[src/hdl/pbd_pkg.sv]
// ---------------------------------------------------------------------------
// pbd_pkg - shared types and constants of the pulse beat detector
// Field widths, register indexes, reset values and fixed arithmetic constants.
// ---------------------------------------------------------------------------
package pbd_pkg;

  // Field and state widths
  localparam int ELAPSED_W = 32;
  localparam int IBI_W     = 16;
  localparam int LEVEL_W   = 10;
  localparam int PERIOD_W  = 8;
  localparam int REFR_W    = 12;
  localparam int TMO_W     = 16;
  localparam int BPM_W     = 8;
  localparam int DIVISOR_W = 16;
  localparam int CFG_IDX_W = 4;
  localparam int CFG_DATA_W = 16;

  typedef logic [LEVEL_W-1:0]   level_t;
  typedef logic [IBI_W-1:0]     ibi_t;
  typedef logic [ELAPSED_W-1:0] msec_t;

  // Configuration register indexes
  localparam logic [CFG_IDX_W-1:0] CFG_PERIOD = 4'd0;
  localparam logic [CFG_IDX_W-1:0] CFG_REFR   = 4'd1;
  localparam logic [CFG_IDX_W-1:0] CFG_TMO    = 4'd2;
  localparam logic [CFG_IDX_W-1:0] CFG_LEVEL  = 4'd3;

  // Reset values
  localparam logic [PERIOD_W-1:0] PERIOD_RST = 8'd2;
  localparam logic [REFR_W-1:0]   REFR_RST   = 12'd250;
  localparam logic [TMO_W-1:0]    TMO_RST    = 16'd2500;
  localparam level_t              LEVEL_RST  = 10'd512;
  localparam ibi_t                IBI_RST    = 16'd600;

  // Settling interval is three fifths of the last interval: the fifth is
  // stored, the tripling is done serially during the timing pass.
  localparam int   SETTLE_DIV  = 5;
  localparam ibi_t SETTLE_Q_RST = IBI_W'(600 / SETTLE_DIV);

  // Beats per minute from an interval in ms
  localparam int                 BPM_NUM = 60000;
  localparam logic [BPM_W-1:0]   BPM_MAX = 8'd255;

endpackage

[src/hdl/pulse_beat_detector.sv]
// ---------------------------------------------------------------------------
// pulse_beat_detector - heartbeat detection on pulse sensor samples
// Each accepted sample goes through a bit-serial timing pass (ST_ACC), a
//   decision state (ST_DECIDE) and the output state (ST_OUT).
// A beat adds serial divisions before the output state: one on the first beat,
//   two or three on later beats.
// A new sample is taken only after the previous result is loaded into the output register.
// Reset (synchronous) restores the defaults; the window is seeded by the second beat.
// ---------------------------------------------------------------------------
module pulse_beat_detector #(
  parameter int WINDOW_BEATS = 10
) (
  input  logic                            clk,
  input  logic                            rst_n,
  // sample channel
  input  logic                            in_valid,
  output logic                            in_stall,
  input  logic [pbd_pkg::LEVEL_W-1:0]     in_sample,
  // result channel
  output logic                            out_valid,
  input  logic                            out_stall,
  output logic                            out_beat_found,
  output logic                            out_pulse_active,
  output logic [pbd_pkg::BPM_W-1:0]       out_bpm,
  output logic [pbd_pkg::IBI_W-1:0]       out_ibi_ms,
  // configuration write channel
  input  logic                            cfg_valid,
  output logic                            cfg_ready,
  input  logic [pbd_pkg::CFG_IDX_W-1:0]   cfg_index,
  input  logic [pbd_pkg::CFG_DATA_W-1:0]  cfg_data
);

  localparam int TOTAL_W = pbd_pkg::IBI_W + $clog2(WINDOW_BEATS);
  localparam int CNT_W   = $clog2(pbd_pkg::ELAPSED_W);
  localparam logic [CNT_W-1:0] CNT_LAST = CNT_W'(pbd_pkg::ELAPSED_W - 1);
  localparam logic [CNT_W-1:0] CNT_HI   = CNT_W'(pbd_pkg::IBI_W);

  localparam logic [2:0] ST_IDLE   = 3'd0;
  localparam logic [2:0] ST_ACC    = 3'd1;
  localparam logic [2:0] ST_DECIDE = 3'd2;
  localparam logic [2:0] ST_AVG    = 3'd3;
  localparam logic [2:0] ST_RATE   = 3'd4;
  localparam logic [2:0] ST_SETQ   = 3'd5;
  localparam logic [2:0] ST_OUT    = 3'd6;

  // configuration
  logic [pbd_pkg::PERIOD_W-1:0] period_r;
  logic [pbd_pkg::REFR_W-1:0]   refr_r;
  logic [pbd_pkg::TMO_W-1:0]    tmo_r;
  pbd_pkg::level_t              level_r;

  // detector state
  logic [2:0]           state_r, state_nxt;
  pbd_pkg::msec_t       elapsed_r, elapsed_nxt;
  pbd_pkg::msec_t       last_beat_r;
  pbd_pkg::ibi_t        bi_r;
  pbd_pkg::ibi_t        settle_q_r;
  pbd_pkg::level_t      thr_r, peak_r, trough_r;
  logic                 in_pulse_r, first_r, second_r, found_r;
  logic [pbd_pkg::BPM_W-1:0] bpm_r;
  pbd_pkg::level_t      sample_r;
  pbd_pkg::ibi_t        win_r [WINDOW_BEATS];
  logic [TOTAL_W-1:0]   total_r, total_nxt;

  // serial timing pass
  logic [CNT_W-1:0]             acc_cnt_r;
  logic [pbd_pkg::PERIOD_W-1:0] period_sh_r;
  logic [pbd_pkg::REFR_W-1:0]   refr_sh_r;
  logic [pbd_pkg::TMO_W-1:0]    tmo_sh_r;
  pbd_pkg::ibi_t                q_sh_r;
  pbd_pkg::ibi_t                gap_lo_r;
  logic qprev_r, c3_r, carry_r, borrow_r;
  logic c3_nxt, carry_nxt, borrow_nxt;
  logic gt_refr_r, gt_settle_r, gt_tmo_r, hi_nz_r;
  logic sum_bit, gap_bit, settle_bit, lb_bit, q_bit;

  // decision
  logic            beat, end_pulse;
  pbd_pkg::ibi_t   bi_new;
  pbd_pkg::level_t peak_upd, trough_upd, mid;

  // divider
  logic                          div_start, div_done;
  logic [TOTAL_W-1:0]            div_dividend, div_quotient;
  logic [pbd_pkg::DIVISOR_W-1:0] div_divisor;
  logic                          avg_zero;

  // output register
  logic                      out_valid_r, out_found_r, out_pulse_r;
  logic [pbd_pkg::BPM_W-1:0] out_bpm_r;
  pbd_pkg::ibi_t             out_ibi_r;

  logic in_take, out_take, out_load;

  assign in_take   = in_valid && !in_stall;
  assign out_take  = out_valid_r && !out_stall;
  assign out_load  = (state_r == ST_OUT) && (!out_valid_r || !out_stall);
  assign in_stall  = (state_r != ST_IDLE);
  assign cfg_ready = 1'b1;

  // Write configuration registers; unknown indexes are dropped
  always_ff @(posedge clk) begin
    if (!rst_n) begin
      period_r <= pbd_pkg::PERIOD_RST;
      refr_r   <= pbd_pkg::REFR_RST;
      tmo_r    <= pbd_pkg::TMO_RST;
      level_r  <= pbd_pkg::LEVEL_RST;
    end else if (cfg_valid && cfg_ready) begin
      case (cfg_index)
        pbd_pkg::CFG_PERIOD: period_r <= cfg_data[pbd_pkg::PERIOD_W-1:0];
        pbd_pkg::CFG_REFR:   refr_r   <= cfg_data[pbd_pkg::REFR_W-1:0];
        pbd_pkg::CFG_TMO:    tmo_r    <= cfg_data[pbd_pkg::TMO_W-1:0];
        pbd_pkg::CFG_LEVEL:  level_r  <= cfg_data[pbd_pkg::LEVEL_W-1:0];
        default: ;
      endcase
    end
  end

  // Bit-serial timing: new elapsed = elapsed + period, gap = new - last beat,
  // settle = 3 * (interval / 5); compare gap against each limit LSB first
  always_comb begin
    lb_bit     = last_beat_r[0];
    q_bit      = q_sh_r[0];
    sum_bit    = elapsed_r[0] ^ period_sh_r[0] ^ carry_r;
    carry_nxt  = (elapsed_r[0] & period_sh_r[0]) | (carry_r & (elapsed_r[0] ^ period_sh_r[0]));
    gap_bit    = sum_bit ^ lb_bit ^ borrow_r;
    borrow_nxt = (~sum_bit & lb_bit) | (~(sum_bit ^ lb_bit) & borrow_r);
    settle_bit = q_bit ^ qprev_r ^ c3_r;
    c3_nxt     = (q_bit & qprev_r) | (c3_r & (q_bit ^ qprev_r));
    elapsed_nxt = {sum_bit, elapsed_r[pbd_pkg::ELAPSED_W-1:1]};
  end

  always_ff @(posedge clk) begin
    if (!rst_n) begin
      acc_cnt_r <= '0;
    end else if (in_take) begin
      acc_cnt_r <= '0;
    end else if (state_r == ST_ACC) begin
      acc_cnt_r <= acc_cnt_r + 1'b1;
    end
  end

  // Load the shift registers on a new transaction, then shift
  always_ff @(posedge clk) begin
    if (in_take) begin
      sample_r    <= in_sample;
      period_sh_r <= period_r;
      refr_sh_r   <= refr_r;
      tmo_sh_r    <= tmo_r;
      q_sh_r      <= settle_q_r;
      qprev_r     <= 1'b0;
      c3_r        <= 1'b0;
      carry_r     <= 1'b0;
      borrow_r    <= 1'b0;
      gt_refr_r   <= 1'b0;
      gt_settle_r <= 1'b0;
      gt_tmo_r    <= 1'b0;
      hi_nz_r     <= 1'b0;
    end else if (state_r == ST_ACC) begin
      period_sh_r <= {1'b0, period_sh_r[pbd_pkg::PERIOD_W-1:1]};
      refr_sh_r   <= {1'b0, refr_sh_r[pbd_pkg::REFR_W-1:1]};
      tmo_sh_r    <= {1'b0, tmo_sh_r[pbd_pkg::TMO_W-1:1]};
      q_sh_r      <= {1'b0, q_sh_r[pbd_pkg::IBI_W-1:1]};
      qprev_r     <= q_bit;
      c3_r        <= c3_nxt;
      carry_r     <= carry_nxt;
      borrow_r    <= borrow_nxt;
      if (gap_bit != refr_sh_r[0]) gt_refr_r   <= gap_bit;
      if (gap_bit != settle_bit)   gt_settle_r <= gap_bit;
      if (gap_bit != tmo_sh_r[0])  gt_tmo_r    <= gap_bit;
      if (acc_cnt_r >= CNT_HI) begin
        hi_nz_r <= hi_nz_r | gap_bit;
      end else begin
        gap_lo_r <= {gap_bit, gap_lo_r[pbd_pkg::IBI_W-1:1]};
      end
    end
  end

  // Beat decision and threshold tracking
  always_comb begin
    beat = gt_refr_r && (sample_r > thr_r) && !in_pulse_r && gt_settle_r;
    bi_new = hi_nz_r ? '1 : gap_lo_r;
    trough_upd = (sample_r < thr_r && gt_settle_r && sample_r < trough_r) ? sample_r : trough_r;
    peak_upd   = (sample_r > thr_r && sample_r > peak_r) ? sample_r : peak_r;
    end_pulse  = (sample_r < thr_r) && (in_pulse_r || beat);
    if (peak_upd >= trough_upd) begin
      mid = ((peak_upd - trough_upd) >> 1) + trough_upd;
    end else begin
      mid = trough_upd - ((trough_upd - peak_upd) >> 1);
    end
    if (second_r) begin
      total_nxt = TOTAL_W'(bi_new) * TOTAL_W'(WINDOW_BEATS);
    end else begin
      total_nxt = total_r - TOTAL_W'(win_r[0]) + TOTAL_W'(bi_new);
    end
  end

  // Divider operand selection
  assign avg_zero = (div_quotient == '0);

  always_comb begin
    div_start    = 1'b0;
    div_dividend = TOTAL_W'(bi_r);
    div_divisor  = pbd_pkg::DIVISOR_W'(pbd_pkg::SETTLE_DIV);
    case (state_r)
      ST_DECIDE: begin
        if (beat) begin
          div_start = 1'b1;
          if (first_r) begin
            div_dividend = TOTAL_W'(bi_new);
          end else begin
            div_dividend = total_nxt;
            div_divisor  = pbd_pkg::DIVISOR_W'(WINDOW_BEATS);
          end
        end
      end
      ST_AVG: begin
        if (div_done) begin
          div_start = 1'b1;
          if (!avg_zero) begin
            div_dividend = TOTAL_W'(pbd_pkg::BPM_NUM);
            div_divisor  = div_quotient[pbd_pkg::DIVISOR_W-1:0];
          end
        end
      end
      ST_RATE: begin
        div_start = div_done;
      end
      default: ;
    endcase
  end

  pbd_div #(
    .DW(TOTAL_W)
  ) u_div (
    .clk      (clk),
    .rst_n    (rst_n),
    .start    (div_start),
    .dividend (div_dividend),
    .divisor  (div_divisor),
    .quotient (div_quotient),
    .done     (div_done)
  );

  // Sequencer
  always_comb begin
    state_nxt = state_r;
    case (state_r)
      ST_IDLE:   if (in_take) state_nxt = ST_ACC;
      ST_ACC:    if (acc_cnt_r == CNT_LAST) state_nxt = ST_DECIDE;
      ST_DECIDE: begin
        if (!beat) state_nxt = ST_OUT;
        else if (first_r) state_nxt = ST_SETQ;
        else state_nxt = ST_AVG;
      end
      ST_AVG:    if (div_done) state_nxt = avg_zero ? ST_SETQ : ST_RATE;
      ST_RATE:   if (div_done) state_nxt = ST_SETQ;
      ST_SETQ:   if (div_done) state_nxt = ST_OUT;
      ST_OUT:    if (out_load) state_nxt = ST_IDLE;
      default:   state_nxt = ST_IDLE;
    endcase
  end

  // Detector state updates
  always_ff @(posedge clk) begin
    if (!rst_n) begin
      state_r     <= ST_IDLE;
      elapsed_r   <= '0;
      last_beat_r <= '0;
      bi_r        <= pbd_pkg::IBI_RST;
      settle_q_r  <= pbd_pkg::SETTLE_Q_RST;
      thr_r       <= pbd_pkg::LEVEL_RST;
      peak_r      <= pbd_pkg::LEVEL_RST;
      trough_r    <= pbd_pkg::LEVEL_RST;
      in_pulse_r  <= 1'b0;
      first_r     <= 1'b1;
      second_r    <= 1'b0;
      found_r     <= 1'b0;
      bpm_r       <= '0;
    end else begin
      state_r <= state_nxt;
      case (state_r)
        ST_ACC: begin
          elapsed_r   <= elapsed_nxt;
          last_beat_r <= {lb_bit, last_beat_r[pbd_pkg::ELAPSED_W-1:1]};
        end
        ST_DECIDE: begin
          found_r  <= beat && !first_r;
          peak_r   <= peak_upd;
          trough_r <= trough_upd;
          if (beat) begin
            in_pulse_r  <= 1'b1;
            bi_r        <= bi_new;
            last_beat_r <= elapsed_r;
            if (first_r) begin
              first_r  <= 1'b0;
              second_r <= 1'b1;
            end else begin
              second_r <= 1'b0;
            end
          end
          // the first beat only starts timing: skip pulse end and timeout
          if (!(beat && first_r)) begin
            if (end_pulse) begin
              in_pulse_r <= 1'b0;
              thr_r      <= mid;
              peak_r     <= mid;
              trough_r   <= mid;
            end
            if (gt_tmo_r) begin
              thr_r       <= level_r;
              peak_r      <= level_r;
              trough_r    <= level_r;
              last_beat_r <= elapsed_r;
              first_r     <= 1'b1;
              second_r    <= 1'b0;
            end
          end
        end
        ST_AVG: begin
          if (div_done && avg_zero) bpm_r <= pbd_pkg::BPM_MAX;
        end
        ST_RATE: begin
          if (div_done) begin
            if (|div_quotient[TOTAL_W-1:pbd_pkg::BPM_W]) begin
              bpm_r <= pbd_pkg::BPM_MAX;
            end else begin
              bpm_r <= div_quotient[pbd_pkg::BPM_W-1:0];
            end
          end
        end
        ST_SETQ: begin
          if (div_done) settle_q_r <= div_quotient[pbd_pkg::IBI_W-1:0];
        end
        default: ;
      endcase
    end
  end

  // Interval window and its running sum; seeded on the second beat
  always_ff @(posedge clk) begin
    if (state_r == ST_DECIDE && beat && !first_r) begin
      total_r <= total_nxt;
      for (int k = 0; k < WINDOW_BEATS; k++) begin
        if (second_r || k == WINDOW_BEATS - 1) begin
          win_r[k] <= bi_new;
        end else begin
          win_r[k] <= win_r[k+1];
        end
      end
    end
  end

  // Output register: hold the result until the transaction is taken
  always_ff @(posedge clk) begin
    if (!rst_n) begin
      out_valid_r <= 1'b0;
    end else if (out_load) begin
      out_valid_r <= 1'b1;
    end else if (out_take) begin
      out_valid_r <= 1'b0;
    end
  end

  always_ff @(posedge clk) begin
    if (out_load) begin
      out_found_r <= found_r;
      out_pulse_r <= in_pulse_r;
      out_bpm_r   <= bpm_r;
      out_ibi_r   <= bi_r;
    end
  end

  assign out_valid        = out_valid_r;
  assign out_beat_found   = out_found_r;
  assign out_pulse_active = out_pulse_r;
  assign out_bpm          = out_bpm_r;
  assign out_ibi_ms       = out_ibi_r;

  // Checks
  a_take_starts_pass: assert property (@(posedge clk) disable iff (!rst_n)
    in_take |=> state_r == ST_ACC)
    else $error("accepted sample did not start the timing pass");

  a_pass_length: assert property (@(posedge clk) disable iff (!rst_n)
    (state_r == ST_ACC && acc_cnt_r == CNT_LAST) |=> state_r == ST_DECIDE)
    else $error("timing pass did not end after its last bit");

  a_beat_flags: assert property (@(posedge clk) disable iff (!rst_n)
    !(first_r && second_r))
    else $error("first and second beat flags both set");

  a_beat_in_pulse: assert property (@(posedge clk) disable iff (!rst_n)
    out_valid_r |-> (!out_found_r || out_pulse_r))
    else $error("beat reported outside a pulse");

endmodule

[src/hdl/pbd_div.sv]
// ---------------------------------------------------------------------------
// pbd_div - bit-serial restoring divider
// Produces one quotient bit per cycle, most significant first; the quotient
// builds up in the dividend shift register. Raises done for one cycle.
// ---------------------------------------------------------------------------
module pbd_div #(
  parameter int DW = 20
) (
  input  logic                          clk,
  input  logic                          rst_n,
  input  logic                          start,
  input  logic [DW-1:0]                 dividend,
  input  logic [pbd_pkg::DIVISOR_W-1:0] divisor,
  output logic [DW-1:0]                 quotient,
  output logic                          done
);

  localparam int CW = $clog2(DW);
  localparam logic [CW-1:0] CNT_LAST = CW'(DW - 1);

  logic [DW-1:0]                   dvd_r, dvd_nxt;
  logic [pbd_pkg::DIVISOR_W-1:0]   dsr_r;
  logic [pbd_pkg::DIVISOR_W-1:0]   rem_r, rem_nxt;
  logic [pbd_pkg::DIVISOR_W:0]     rem_sh, diff;
  logic [CW-1:0]                   cnt_r;
  logic                            busy_r, done_r;
  logic                            ge;

  // One restoring step: bring down the next dividend bit, try the subtract
  always_comb begin
    rem_sh  = {rem_r, dvd_r[DW-1]};
    diff    = rem_sh - {1'b0, dsr_r};
    ge      = ~diff[pbd_pkg::DIVISOR_W];
    rem_nxt = ge ? diff[pbd_pkg::DIVISOR_W-1:0] : rem_sh[pbd_pkg::DIVISOR_W-1:0];
    dvd_nxt = {dvd_r[DW-2:0], ge};
  end

  // Sequence the steps
  always_ff @(posedge clk) begin
    if (!rst_n) begin
      busy_r <= 1'b0;
      done_r <= 1'b0;
      cnt_r  <= '0;
    end else begin
      done_r <= 1'b0;
      if (start) begin
        busy_r <= 1'b1;
        cnt_r  <= '0;
      end else if (busy_r) begin
        cnt_r <= cnt_r + 1'b1;
        if (cnt_r == CNT_LAST) begin
          busy_r <= 1'b0;
          done_r <= 1'b1;
        end
      end
    end
  end

  // Operand and partial remainder registers
  always_ff @(posedge clk) begin
    if (start) begin
      dvd_r <= dividend;
      dsr_r <= divisor;
      rem_r <= '0;
    end else if (busy_r) begin
      dvd_r <= dvd_nxt;
      rem_r <= rem_nxt;
    end
  end

  assign quotient = dvd_r;
  assign done     = done_r;

endmodule
[config.mk]
export PLATFORM = sky130hd
export DESIGN_NAME = pulse_beat_detector
export DESIGN_NICKNAME = d
export VERILOG_FILES = /design/src/hdl/pbd_pkg.sv /design/src/hdl/pulse_beat_detector.sv /design/src/hdl/pbd_div.sv
export SDC_FILE = /design/constraint.sdc
export NUM_CORES = 1
export LEC_CHECK = 0
export BUFFER_PORTS_ARGS = -buffer_cell sky130_fd_sc_hd__buf_2
export CORE_MARGIN = 4
export CORE_UTILIZATION = 25
export CTS_CLUSTER_SIZE = 10
export DETAILED_ROUTE_END_ITERATION = 10
export GPL_TIMING_DRIVEN = 0
export PLACE_DENSITY = 0.5
export SETUP_SLACK_MARGIN = 0.3
export SYNTH_ARGS = -nofsm -noshare
export SYNTH_HDL_FRONTEND = slang
export SYNTH_HIERARCHICAL = 1
export SYNTH_SLANG_ARGS = --single-unit
[constraint.sdc]
create_clock -name clk -period 10.4 [get_ports clk]
set_clock_uncertainty 0.15 [all_clocks]
set_input_delay 0.52 -clock clk [delete_from_list [all_inputs] [get_ports clk]]
set_output_delay 0.52 -clock clk [all_outputs]
set_load 0.02 [all_outputs]
## Yosys cells after proc, flatten, opt, wreduce, memory -nomap -nowiden

Memories as Yosys holds them, arrays and structs flattened.
Cells that the tools add are included.

- Register bits after elaboration: 384
- Bits in latches: 0
- Memory bits (writable): 160
- ROM bits: 0
- Bits of input ports: 35
- Output and inout port bits: 29
- Memories kept: 1

Memories:

| name | depth | bits a word | read ports | clocked after memory_dff | wr ports | line | RTL |
|---|---|---|---|---|---|---|---|
| win_r | 10 | 16 | 10 | 0 | 10 | pulse_beat_detector.sv:62 | `pbd_pkg::ibi_t win_r [WINDOW_BEATS];` |

- $add $sub $neg: 9
- Multipliers: 1
- Divide/modulo/power cells: 0
- Magnitude comparators: 6
- Equal/unequal tests: 21
- Shift operators: 0
- Mux-type cells: 88
- Bitwise gates (word level): 33
- Reductions and logical operators: 50

Operators with widths:

| operator | number |
|---|---|
| 16-bit two-way mux | 19 |
| 10-bit two-way mux | 11 |
| 20-bit two-way mux | 5 |
| 32-bit two-way mux | 3 |
| 32-bit case mux with 2 select lines | 1 |
| 8-bit two-way mux | 5 |
| 20-bit case mux with 2 select lines | 1 |
| 16-bit case mux with 2 select lines | 1 |
| 1-bit two-way mux | 27 |
| 12-bit two-way mux | 2 |
| 3-bit two-way mux | 8 |
| 3-bit case mux with 7 select lines | 1 |
| 20-bit by 16-bit adder with 20-bit output | 1 |
| 10-bit > comparator | 2 |
| 20-bit logical NOT | 1 |
| 10-bit < comparator | 2 |
| 2-bit AND reduction | 10 |
| 10-bit subtractor | 2 |
| 20-bit by 16-bit subtractor with 20-bit output | 1 |
| 16-bit by 3-bit multiplier with 19-bit output (second input constant) | 1 |
| 17-bit by 16-bit subtractor with 17-bit output | 1 |
| 8-bit case mux with 2 select lines | 1 |
| 1-bit logical AND | 15 |
| 1-bit OR | 13 |
| other kinds (30) | 74 |

## Longest topological paths before layout

- Word-level depth: 10
- Mapped depth: 35
- Gate-level depth less buffers: 34

## By module

The synthesis kept the hierarchy.

Modules (own cells, without submodules):

| module | times used | cells an instance | area each (um^2) | seq. area each (um^2) |
|---|---|---|---|---|
| pulse_beat_detector | 1 | 2322 | 23707.7 | 12552.0 |
| pbd_div | 1 | 324 | 3330.7 | 1541.5 |

## Least setup slack after synthesis

OpenSTA, ideal clock, no wires.

- Path kind: register to register
- Start: reg sample_r[7]
- End: mem win_r[0][0] in the netlist's numbering, enable pin
- Setup time: 650 ps
- Data arrival time: 8408 ps
- Data required time: 9600 ps
- Setup slack: 1192 ps
- Stages on the path, launching flop included: 9
- Cell sequence: edfxtp_1 -> ha_1 -> and4_4 -> o2111a_2 -> a2111oi_4 -> nor4_1 -> nand2_1 -> clkbuf_1 -> nor2_1

RTL lines:

| element | line | RTL |
|---|---|---|
| start: declaration | pulse_beat_detector.sv:61 | `pbd_pkg::level_t sample_r;` |
| start signal: assignment | pulse_beat_detector.sv:146 | `sample_r <= in_sample;` |
| end: declaration | pulse_beat_detector.sv:62 |  |

## Final worst setup path

- Start: reg sample_r[4]
- End: reg peak_r[9]

- Cells in the longest elaborated chain, start to end: 10
- Elaborated cells between the ends (all ways): 24
- Those cells by class: add/sub: 4; order compare: 5; mux: 6; reduce/logical: 9

Ends and longest elaborated chain:

| element | line | RTL |
|---|---|---|
| 10-bit < comparator | pulse_beat_detector.sv:183, pulse_beat_detector.sv:185 |  |
| 1-bit logical AND (2 in series) | pulse_beat_detector.sv:183 | `trough_upd = (sample_r < thr_r && gt_settle_r && sample_r < trough_r) ? sample_r : trough_r;` |
| 10-bit two-way mux | pulse_beat_detector.sv:183 |  |
| 10-bit subtractor, on equally long branches | pulse_beat_detector.sv:189, pulse_beat_detector.sv:187 |  |
| 10-bit by 9-bit subtractor with 10-bit output / 9-bit by 10-bit adder with 10-bit output (equally long branches) | pulse_beat_detector.sv:189, pulse_beat_detector.sv:187 |  |
| 10-bit two-way mux | pulse_beat_detector.sv:186 | `if (peak_upd >= trough_upd) begin` |
| 10-bit two-way mux | pulse_beat_detector.sv:304 | `if (end_pulse) begin` |
| 10-bit two-way mux | pulse_beat_detector.sv:310 | `if (gt_tmo_r) begin` |
| 10-bit two-way mux (*) | pulse_beat_detector.sv:303 | `if (!(beat && first_r)) begin` |
| end signal: assignment | pulse_beat_detector.sv:289 | `peak_r <= peak_upd;` |
| end signal: assignment | pulse_beat_detector.sv:307 | `peak_r <= mid;` |
| end signal: assignment | pulse_beat_detector.sv:312 | `peak_r <= level_r;` |
| end: declaration | pulse_beat_detector.sv:58 | `pbd_pkg::level_t thr_r, peak_r, trough_r;` |

Mark *: on every way between the ends. The rest lies on a longest branch, timed or not.
A chain may end at the register's enable or synchronous reset.

==> results.md <==
* Routed wire length at 74000 um
* Die area at 113000 um^2
* Post-route DRC at 0
* Most frequent cells in the layout: nand2_1, edfxtp_1, dfxtp_1
* Netlist cell types at 85
* Post-synth EDFFs at 320
* Sequential power share at 29.5%
* Die height at 337 um
* Dpl hpwl at 54200 um
* LEAKAGE at 0.0121 uW
* Synth warn at 6
* Arr. time, crit path at 9.56 ns
* Hold Vio Cnt, Final at 0
* DR WL/cell at 17.4 um
* Top Family by Delay on Critical Path: compound AO/OA/AOI/OAI gates
* Clock Sink Count at 544
* FP Rows at 120
* Initial antenna violation count at 8
* GR Layer Usage met1 at 19.2%
* CTS Buf Count at 68
* Critical path startpoint category: flip-flop
* Net Count, Synth at 2830
* GRT overflow at 0
* Ports at 64
* Type of the tightest min-delay check: input port to flip-flop
* Crit path max-delay cell type: a2111oi_4
* RSZ-0062 raised after global routing: false
* Most common cell after layout, fill and taps aside: nand2_1
* Crit path buf inv count at 3
* Port Buffers at 62
* Seq/Total Area, Yosys at 52.1%
* DIE WIDTH at 337 um
* CTS max path bufs at 3
* Final period util at 89.4%
* Max_slew headroom at 16.4%
* Overall power at 9730 uW
* Min Tclk post-route at 9.30 ns
* TritonCTS clock tree: done
* Core area at 107000 um^2
* Starting density of the core at 25.2%
* Setup CP Type: flip-flop to flip-flop
* Routing usage on met3 at 1.98%
* Ys async rst share at 0%
* Final Util at 29.4%
* Main synth FF type: edfxtp_1
* Root Buffer: clkbuf_16
* GRT Max-Usage Layer: met2
* Avg Cell Area, Syn at 10.2 um^2
* Net switching power figure at 3980 uW
* Crit-path most repeated cell: a21o_1
* Nets@finish at 2988
* Synthesized flop and latch total at 544
* Worst slew pin tran at 1.24 ns
* Via count at 20100
* Largest stage delay, worst path at 0.89 ns
* Area Growth Syn to Fin at 16.6%
* First-pass GRT wire length at 116000 um
* Worst ir drop on vdd at 0.000268 V
* Slew Limit Fails at 0
* Final ANT Viol Nets at 0
* Vias in the first global route at 19500
* CP Data Required Time at 10.67 ns
* Logic pwr share at 48.0%
* PwrDens at 309 nW/um^2
* Post-Syn Area at 27000 um^2
* Total of max-cap violations at 0
* DRT iter0 DRCs at 1615
* Met2 GRT Util at 19.6%
* Post-Syn Instances at 2646
* Status: completed
* Sw Ratio at 40.9%
* CP max FO at 10
* TNS Setup at 0 ns
* Maximum number of pins on one net before global-route repair at 36
* Clock slew seen by the registers of the worst setup and hold paths at 0.05 ns
* Total track usage at 13.0%
* H-tree levels at 3
* Achievable frequency at 108 MHz
* Fraction of layout cells with a size suffix above 1 at 8.06%
* Drt first pass iters at 8
* Pint at 5760 uW
* Routability Congestion at 0.841
* Final setup vio count at 0
* Skew-Pair Late Insertion Delay at 0.61 ns
* Clock group share of total power at 22.5%
* Worst Setup End Kind: flip-flop
* Via-to-Cell Ratio at 4.71
-- final cells by class --
class	count	area, um^2
Buffer	134	529
Clock buffer	107	1870
Sequential cell	544	14100
Inverter	147	552
Timing Repair Buffer	88	666
Fill cell	11300	75700
Antenna cell	2	5.00
Multi-Input combinational cell	1821	11900
Tap cell	1403	1760
Clock inverter	12	144
-- metal layers --
metal  vias up  share of wire, %
li1       9756                 -
met1      9737                50
met2       456                43
met3       108               4.9
met4         0               2.4
met5         -                 0
-- flip-flops by register name (all words and copies together), names as in the netlist, 20 cells and up --
register / count
u_div/quotient: 20
total_r: 20
last_beat_r: 32
elapsed_r: 32
win_r: 160
-- synthesized netlist by cell type, types with 9 or more instances --
library cell  number  area, um^2
nand2_1          444        1670
edfxtp_1         320        9610
dfxtp_1          224        4480
nor2_1           209         785
o21a_1           158        1190
inv_1            146         548
ha_1             125        1560
clkbuf_1         116         435
o21ai_0          106         531
a21oi_1           98         490
a21boi_0          63         473
mux2i_1           48         480
nand3_1           45         225
xnor2_1           44         385
nor2b_1           38         238
o221ai_1          34         298
a21o_1            30         225
fa_1              24         480
and2_1            23         144
mux2_2            22         248
xor2_1            22         193
o211a_1           21         210
a31oi_1           20         125
and3_1            20         125
a211oi_1          19         143
nor3_1            17        85.1
o211ai_1          17         128
o221a_2           14         158
nand2b_1          13        81.3
nand4_1           13        81.3
buf_1             12        45.0
nor4_1            11        68.8
o31ai_1           10        75.1
nor3b_1            9        67.6
-- power by group through the flow --
stage / clock, uW / sequential, uW / combinational (uW)
floorplan: 0 / 2870 / 3420
global placement: 0 / 2920 / 4600
detailed placement: 0 / 2910 / 4610
CTS: 2250 / 2870 / 4650
global route: 2340 / 2900 / 5220
finish: 2190 / 2870 / 4680
-- final timing paths --
kind	start	end	slack, ns	cells after the start
setup / recovery	sample_r[4]	peak_r[9]	1.10	30
hold / removal	cfg_data[10]	tmo_r[10]	0.06	3
setup reg to reg	sample_r[4]	peak_r[9]	1.10	30
hold reg to reg	found_r	out_beat_found	0.28	0
-- per-stage QoR --
step	std cells	worst slack [ns]	hold slack, ns	area [um^2]
floorplan	2646	1.19	0.258	27000
global placement	4111	-3.14	0.265	29100
detailed placement	4120	0.793	0.272	29300
CTS	4254	0.715	0.0188	31500
global route	4256	0.510	0.0423	31500
finish	4258	1.10	0.0614	31500
-- what timing repair did --
action,CTS,global route
gates resized for setup,0,1
hold buffers,15,0
hold endpoints to repair,15,0
setup buffers,0,2
endpoints found under the setup margin,0,2
-- worst register-to-register path: cells and delay by family, from the launching register on --
kind | cells | cell delay [ns]
flip-flops | 1 | 0.56
multiplexers | 2 | 1.04
AND/OR/NAND/NOR | 3 | 0.68
XOR/XNOR | 1 | 0.14
AO/OA/AOI/OAI | 18 | 4.58
adder cells (fa/ha/maj) | 3 | 1.05
buffers and inverters | 3 | 0.95
-- logic make-up (layout without fill, tap and decap cells) --
logic type	after synthesis	after routing	share of synthesized area, %
multiplexers	70	70	2.69
other	1	3	0.0139
adder cells (fa/ha/maj)	149	149	7.56
AND/OR/NAND/NOR	871	871	14.1
XOR/XNOR	66	66	2.14
buffers and inverters	281	488	3.99
AO/OA/AOI/OAI	664	664	17.4
flip-flops	544	544	52.1
Power figures use the tool's default switching activity.
